--- config.mk ---
export PLATFORM = sky130hd
export DESIGN_NAME = bqdf1_hist
export DESIGN_NICKNAME = d
export VERILOG_FILES = /design/src/rtl/assert_macros.svh /design/src/rtl/bqdf1_pkg.sv /design/src/rtl/bqdf1_ram.sv /design/src/rtl/bqdf1_hist.sv
export SDC_FILE = /design/constraint.sdc
export NUM_CORES = 1
export LEC_CHECK = 0
export ABC_AREA = 1
export BUFFER_PORTS_ARGS = -buffer_cell sky130_fd_sc_hd__buf_2
export CAP_MARGIN = 15
export CELL_PAD_IN_SITES_DETAIL_PLACEMENT = 1
export CELL_PAD_IN_SITES_GLOBAL_PLACEMENT = 2
export CORE_MARGIN = 4
export CORE_UTILIZATION = 23
export DETAILED_ROUTE_END_ITERATION = 8
export PLACE_DENSITY_LB_ADDON = 0.1
export SYNTH_ARGS = -nofsm -noshare
export SYNTH_HDL_FRONTEND = slang
export SYNTH_SLANG_ARGS = --single-unit
--- constraint.sdc ---
create_clock -name clk_i -period 2.38 [get_ports clk_i]
set_input_delay 0.476 -clock clk_i [delete_from_list [all_inputs] [get_ports clk_i]]
set_output_delay 0.476 -clock clk_i [all_outputs]
set_load 0.02 [all_outputs]
--- src/rtl/assert_macros.svh ---
// ---------------------------------------------------------------------------
// Assertion macros
// Shared concurrent assertion shorthands for the biquad filter RTL.
// ---------------------------------------------------------------------------
`ifndef ASSERT_MACROS_SVH
`define ASSERT_MACROS_SVH

// Checked on every rising edge while reset is released.
`define BQ_ASSERT(name, clk, rst_n, prop, msg) \
  name: assert property (@(posedge clk) disable iff (!rst_n) (prop)) else $error(msg);

// Checked on every rising edge, reset included.
`define BQ_ASSERT_ALWAYS(name, clk, prop, msg) \
  name: assert property (@(posedge clk) (prop)) else $error(msg);

`endif

--- src/rtl/bqdf1_pkg.sv ---
// ---------------------------------------------------------------------------
// Biquad filter package
// Types and fixed constants shared by the direct form I biquad modules.
// ---------------------------------------------------------------------------
`timescale 1ns / 1ps
`default_nettype none

package bqdf1_pkg;

  localparam int unsigned WordW   = 32;
  localparam int unsigned SampleW = 24;
  localparam int unsigned CoefW   = 32;
  localparam int unsigned YW      = 40;
  localparam int unsigned ChW     = 3;
  localparam int unsigned CfgIdxW = 3;

  localparam logic signed [YW-1:0] YMax = {1'b0, {(YW-1){1'b1}}};
  localparam logic signed [YW-1:0] YMin = {1'b1, {(YW-1){1'b0}}};

  localparam logic signed [YW:0] RndPos = (YW+1)'(256);
  localparam logic signed [YW:0] RndNeg = (YW+1)'(255);

  localparam logic signed [CoefW-1:0] CoefB0Reset = 32'sh2000_0000;

  typedef enum logic [CfgIdxW-1:0] {
    CFG_B0 = 3'd0,
    CFG_B1 = 3'd1,
    CFG_B2 = 3'd2,
    CFG_A1 = 3'd3,
    CFG_A2 = 3'd4
  } cfg_idx_e;

  typedef struct packed {
    logic signed [CoefW-1:0] b0;
    logic signed [CoefW-1:0] b1;
    logic signed [CoefW-1:0] b2;
    logic signed [CoefW-1:0] a1;
    logic signed [CoefW-1:0] a2;
  } coef_t;

  typedef struct packed {
    logic signed [SampleW-1:0] x1;
    logic signed [SampleW-1:0] x2;
    logic signed [YW-1:0]      y1;
    logic signed [YW-1:0]      y2;
  } hist_t;

endpackage

`default_nettype wire

--- src/rtl/bqdf1_ram.sv ---
// ---------------------------------------------------------------------------
// Generic RAM
// One write port and one read port with registered read data.
// ---------------------------------------------------------------------------
`timescale 1ns / 1ps
`default_nettype none

module bqdf1_ram #(
  parameter int unsigned Width = 8,
  parameter int unsigned Depth = 8,
  localparam int unsigned AddrW = (Depth > 1) ? $clog2(Depth) : 1
) (
  input  wire logic             clk_i,
  input  wire logic             we_i,
  input  wire logic [AddrW-1:0] waddr_i,
  input  wire logic [Width-1:0] wdata_i,
  input  wire logic             re_i,
  input  wire logic [AddrW-1:0] raddr_i,
  output logic      [Width-1:0] rdata_o
);

  logic [Width-1:0] mem_q [Depth];
  logic [Width-1:0] rdata_q;

  always_ff @(posedge clk_i) begin
    if (we_i) begin
      mem_q[waddr_i] <= wdata_i;
    end
    if (re_i) begin
      rdata_q <= mem_q[raddr_i];
    end
  end

  assign rdata_o = rdata_q;

endmodule

`default_nettype wire

--- src/rtl/bqdf1_hist.sv ---
// ---------------------------------------------------------------------------
// Channel history store
// Per-channel delay lines in RAM, with valid bits that stand for the reset
// value and a bypass for a read that meets a write to the same channel.
// ---------------------------------------------------------------------------
`timescale 1ns / 1ps
`default_nettype none

module bqdf1_hist #(
  parameter int unsigned NumChannels = 8,
  localparam int unsigned AddrW = (NumChannels > 1) ? $clog2(NumChannels) : 1
) (
  input  wire logic               clk_i,
  input  wire logic               rst_ni,
  input  wire logic               rd_en_i,
  input  wire logic [AddrW-1:0]   rd_addr_i,
  input  wire logic               wr_en_i,
  input  wire logic [AddrW-1:0]   wr_addr_i,
  input  bqdf1_pkg::hist_t        wr_data_i,
  output bqdf1_pkg::hist_t        rd_data_o
);

  localparam int unsigned HistW = $bits(bqdf1_pkg::hist_t);

  logic [NumChannels-1:0] vld_q;
  logic                   vld_hit_q;
  logic                   byp_hit_q;
  bqdf1_pkg::hist_t       byp_data_q;
  logic [HistW-1:0]       ram_rdata;

  bqdf1_ram #(
    .Width (HistW),
    .Depth (NumChannels)
  ) u_ram (
    .clk_i   (clk_i),
    .we_i    (wr_en_i),
    .waddr_i (wr_addr_i),
    .wdata_i (wr_data_i),
    .re_i    (rd_en_i),
    .raddr_i (rd_addr_i),
    .rdata_o (ram_rdata)
  );

  always_ff @(posedge clk_i or negedge rst_ni) begin
    if (!rst_ni) begin
      vld_q     <= '0;
      vld_hit_q <= 1'b0;
      byp_hit_q <= 1'b0;
    end else begin
      if (wr_en_i) begin
        vld_q[wr_addr_i] <= 1'b1;
      end
      if (rd_en_i) begin
        vld_hit_q <= vld_q[rd_addr_i];
        byp_hit_q <= wr_en_i && (wr_addr_i == rd_addr_i);
      end
    end
  end

  always_ff @(posedge clk_i) begin
    if (rd_en_i) begin
      byp_data_q <= wr_data_i;
    end
  end

  always_comb begin
    if (byp_hit_q) begin
      rd_data_o = byp_data_q;
    end else if (vld_hit_q) begin
      rd_data_o = bqdf1_pkg::hist_t'(ram_rdata);
    end else begin
      rd_data_o = '0;
    end
  end

endmodule

`default_nettype wire

=== Yosys cells after proc, flatten, opt, wreduce, memory -nomap -nowiden ===
Memories as Yosys holds them, arrays and structs flattened. A register that Yosys moved wholly into a read port is not among the register bits.
Index checks and enable logic that the tools add are counted.

* RAM bits: 1024
* Bits in registers: 138
* Memories kept: 1
* Word-level logic and storage cells: 23
* Input bits: 138

* Order comparisons: 3
* Bitwise gates (word level): 1
* Multiplexer cells: 8
* Reduce and logical (&&, ||, !) cells: 2
* Equality and inequality tests: 1

{| class="wikitable"
|+ Memory list
! name !! depth !! bits a word !! read ports !! clocked after Yosys merged registers in !! wr ports !! line !! RTL
|-
| u_ram.mem_q || 8 || 128 || 1 || 1 || 1 || bqdf1_ram.sv:22 || <nowiki>logic [Width-1:0] mem_q [Depth];</nowiki>
|}

{| class="wikitable"
|+ Operators by type and width
! cell !! number
|-
| $mux W128 || 2
|-
| $lt A3 B4 Y1 const B || 2
|-
| $or A8 B8 Y8 || 1
|-
| $mux W1 || 4
|-
| $bmux W1 S3 || 1
|-
| $demux W1 S3 || 1
|-
| $eq A3 B3 Y1 || 1
|-
| $ge A3 B1 Y1 const B || 1
|-
| $logic_and A1 B1 Y1 || 2
|}

=== Longest topological paths before layout ===
* Depth in word-level cells: 5
* Mapped depth: 9

=== By module ===
Synthesis repeated with hierarchy kept, for this count alone.

* Cells, all modules: 5188
* Area total of the unflattened synthesis: 54598.6 µm²

{| class="wikitable"
|+ Modules (own cells, without submodules)
! module !! cells an instance !! instances !! area an instance (µm²)
|-
| bqdf1_ram || 4570 || 1 || 48358.9
|-
| bqdf1_hist || 618 || 1 || 6239.7
|}

=== Worst setup path after synthesis ===
Ideal clock, no wire load.

* Kind: input to register
* Start: input wr_addr_i[0]
* End: memory u_ram.mem_q[0][0] in the netlist's numbering (enable)
* Path slack: -4225 ps
* Data arrival time: 5989 ps
* Setup time: 616 ps
* Stages on the path: 3
* Cell sequence: inv_1 > nand2_1 > nor2_1

{| class="wikitable"
|+ RTL lines
! item !! line !! RTL
|-
| start: declaration || bqdf1_hist.sv:18 || <nowiki>input wire logic [AddrW-1:0] wr_addr_i,</nowiki>
|-
| end: declaration || bqdf1_ram.sv:22 ||
|}

Straight into the memory's write port.

==> results.sh <==
export IMPL_fmax_ghz=0.3783
export IMPL_avgSynthCellArea_sq_um=13.11
export IMPL_place_gp_congestion=0.6739
export IMPL_wl_per_cell_microns=23.38
export IMPL_syn_to_final_growth_pct=31.02
export IMPL_postRouteAntennaNets=0
export IMPL_violations="setup timing"
export IMPL_synth_cells=3771
export IMPL_ys_seq_elements=1290
export IMPL_p_per_area_nw_per_um2=830.3
export IMPL_grt_remaining_overflow=0
export IMPL_drtPass1Iterations=5
export IMPL_layout_drive_gt1_share_pct=20.43
export IMPL_h_tree_depth=4
export IMPL_path_class="flip-flop to primary output"
export IMPL_final_common_cell="edfxtp_1"
export IMPL_hold_viol_final=0
export IMPL_setup_viol=128
export IMPL_die_area_sq_um=222500
export IMPL_ys_types=17
export IMPL_hold_path_class="primary input to flip-flop"
export IMPL_cts_buffers=157
export IMPL_slew_violations=0
export IMPL_critPathRequiredTime_ns=1.90
export IMPL_dp_hpwl_microns=91390
export IMPL_drc=0
export IMPL_ios=266
export IMPL_end_kind="primary output"
export IMPL_initial_utilization_pct=23.23
export IMPL_num_rows=169
export IMPL_core_sq_um=212900
export IMPL_tightest_slew_ns=0.5744
export IMPL_grt_pass1_vias=33640
export IMPL_grt_pass1_wl_microns=240200
export IMPL_fin_nets=4440
export IMPL_maxCapViolCount=0
export IMPL_cp_start_kind="flip-flop"
export IMPL_cts_tree="yes"
export IMPL_syn_area_sq_um=49450
export IMPL_first_iter_violations=1855
export IMPL_min_period_ns=2.643
export IMPL_cts_root_buf="clkbuf_16"
export IMPL_placed_cell_area_sq_um=55970
export IMPL_placed_cells=6785
export IMPL_die_w_microns=471.7
export IMPL_antenna_found_initial=14
export IMPL_status="complete, but fails checks"
export IMPL_clk_pin_slew_ns=0.05
export IMPL_clock_sinks=1290
export IMPL_arrival_ns=2.17
export IMPL_syn_nets=3909
export IMPL_ys_seq_area_share_pct=78.23
export IMPL_seq_area_sq_um=38690
export IMPL_viasPerCell=4.364
export IMPL_skew_ns=0.03136
export IMPL_crit_path_max_fanout=7
export IMPL_grt_max_degree=91
export IMPL_clock_latency_ns=0.81
export IMPL_n_fill_cell=22640
export IMPL_port_buffers=265
export IMPL_layout_setup_ws_ns=-0.2634
export IMPL_vias=31640
export IMPL_wirelength_microns=169500
export IMPL_final_area_sq_um=64790
export IMPL_die_h_microns=471.7
export IMPL_fin_crit_sh_pct=111.1
export IMPL_ir_drop_v=0.0007367
export IMPL_grt_usage_pct=14.57
export IMPL_ys_warn_count=0
export IMPL_setup_tns_ns=-25.40
export IMPL_multi_input_area_sq_um=10750
export IMPL_final_cell_mix="edfxtp_1 (1280), nor2_1 (640), nand2_1 (494)"
export IMPL_final_cells=7250
export IMPL_utilization_pct=30.43
export IMPL_cts_buffer_depth=3
export IMPL_holdWs_ns=0.1687
export IMPL_rsz0062_at_grt="yes"
export IMPL_p_leak_nw=22.87
export IMPL_relSlewSlack_pct=61.71
per-layer routing:
layer | GRT usage [%] | routed length (microns) | up-vias
met5 | 0 | 27 | -
met1 | 19.75 | 79600 | 16330
met2 | 24.53 | 82300 | 418
met3 | 2.255 | 4627 | 188
li1 | - | - | 14700
met4 | 3.382 | 2970 | 4
stage by stage:
step	total power, mW	worst slack [ns]
finish	53.80	-0.2634
floorplan	28.68	-0.5350
CTS	54.55	-0.4002
global placement	30.92	0.2428
global route	56.18	-0.3810
detailed placement	30.93	0.2187
report_power, final:
part	switching, mW	internal [mW]	total (mW)	leakage (nW)
clock network	9.77	12.7	22.5	2.32
logic	3.14	1.82	4.96	8.63
registers	0.285	26.0	26.3	11.9
worst paths after layout:
check	start	to	slack, ns	cells past startpoint
min in group asynchronous	rst_ni	vld_q[7]	0.20	2
min	wr_addr_i[2]	vld_q[5]	0.17	3
max	byp_hit_q	rd_data_o[125]	-0.26	7
max reg2reg	byp_hit_q	byp_hit_q	0.98	5
min reg2reg	vld_q[1]	vld_q[1]	0.46	2
max in group asynchronous	rst_ni	byp_hit_q	1.93	2
kinds of logic (layout without fill, tap and decap cells):
kind of cell	count (synthesis)	in the layout	share of synthesized area, %
buffers and inverters	257	906	2.244
other	0	9	0
and+or+nand+nor	1444	1444	11.30
AOI/OAI and AO/OA	779	779	8.207
DFF	1290	1290	78.23
xor gates and xnor gates	1	1	0.01771
cell usage after synthesis (all sizes together):
cell,count,share of area [%]
edfxtp,1280,78
nand2,660,5.0
o21ai,649,6.6
nor2,648,4.9
clkbuf,142,1.1
nand3,136,1.4
o22ai,128,1.6
buf,99,1.0
inv,16,0.12
dfrtp,10,0.51
a21oi,2,0.020
xor2,1,0.018
cell type report:
cell class	count	share of cell area, %
well taps	2821	5.448
repair buffers	612	10.63
inverters	16	0.2356
clock buffers	195	6.382
repair inverters	1	0.04635
flip-flops and latches	1290	59.72
multi-input cells	2224	16.58
diodes	9	0.03476
clock inverters	82	0.9173
sequential cells by signal, indices dropped and copies added (netlist names):
name and flops:
vld_hit_q 1, u_ram.mem_q 1024, u_ram.rdata_o 128, byp_data_q 128
byp_hit_q 1, vld_q 8
critical path: stages, from the launching register on:
cell and delay, ns:
dfrtp_4 0.50, buf_12 0.16, buf_16 0.16, buf_8 0.14
buf_8 0.14, nand2_1 0.06, nand2_1 0.07, buf_6 0.14
timing repair:
item	in CTS	in global routing
hold buffers	130	0
pin swaps	22	45
setup buffers	13	6
resized for setup	240	302
setup endpoints to repair	128	128
hold endpoints to repair	1162	0
cloned	14	19
(Power assumes the default switching activity.)
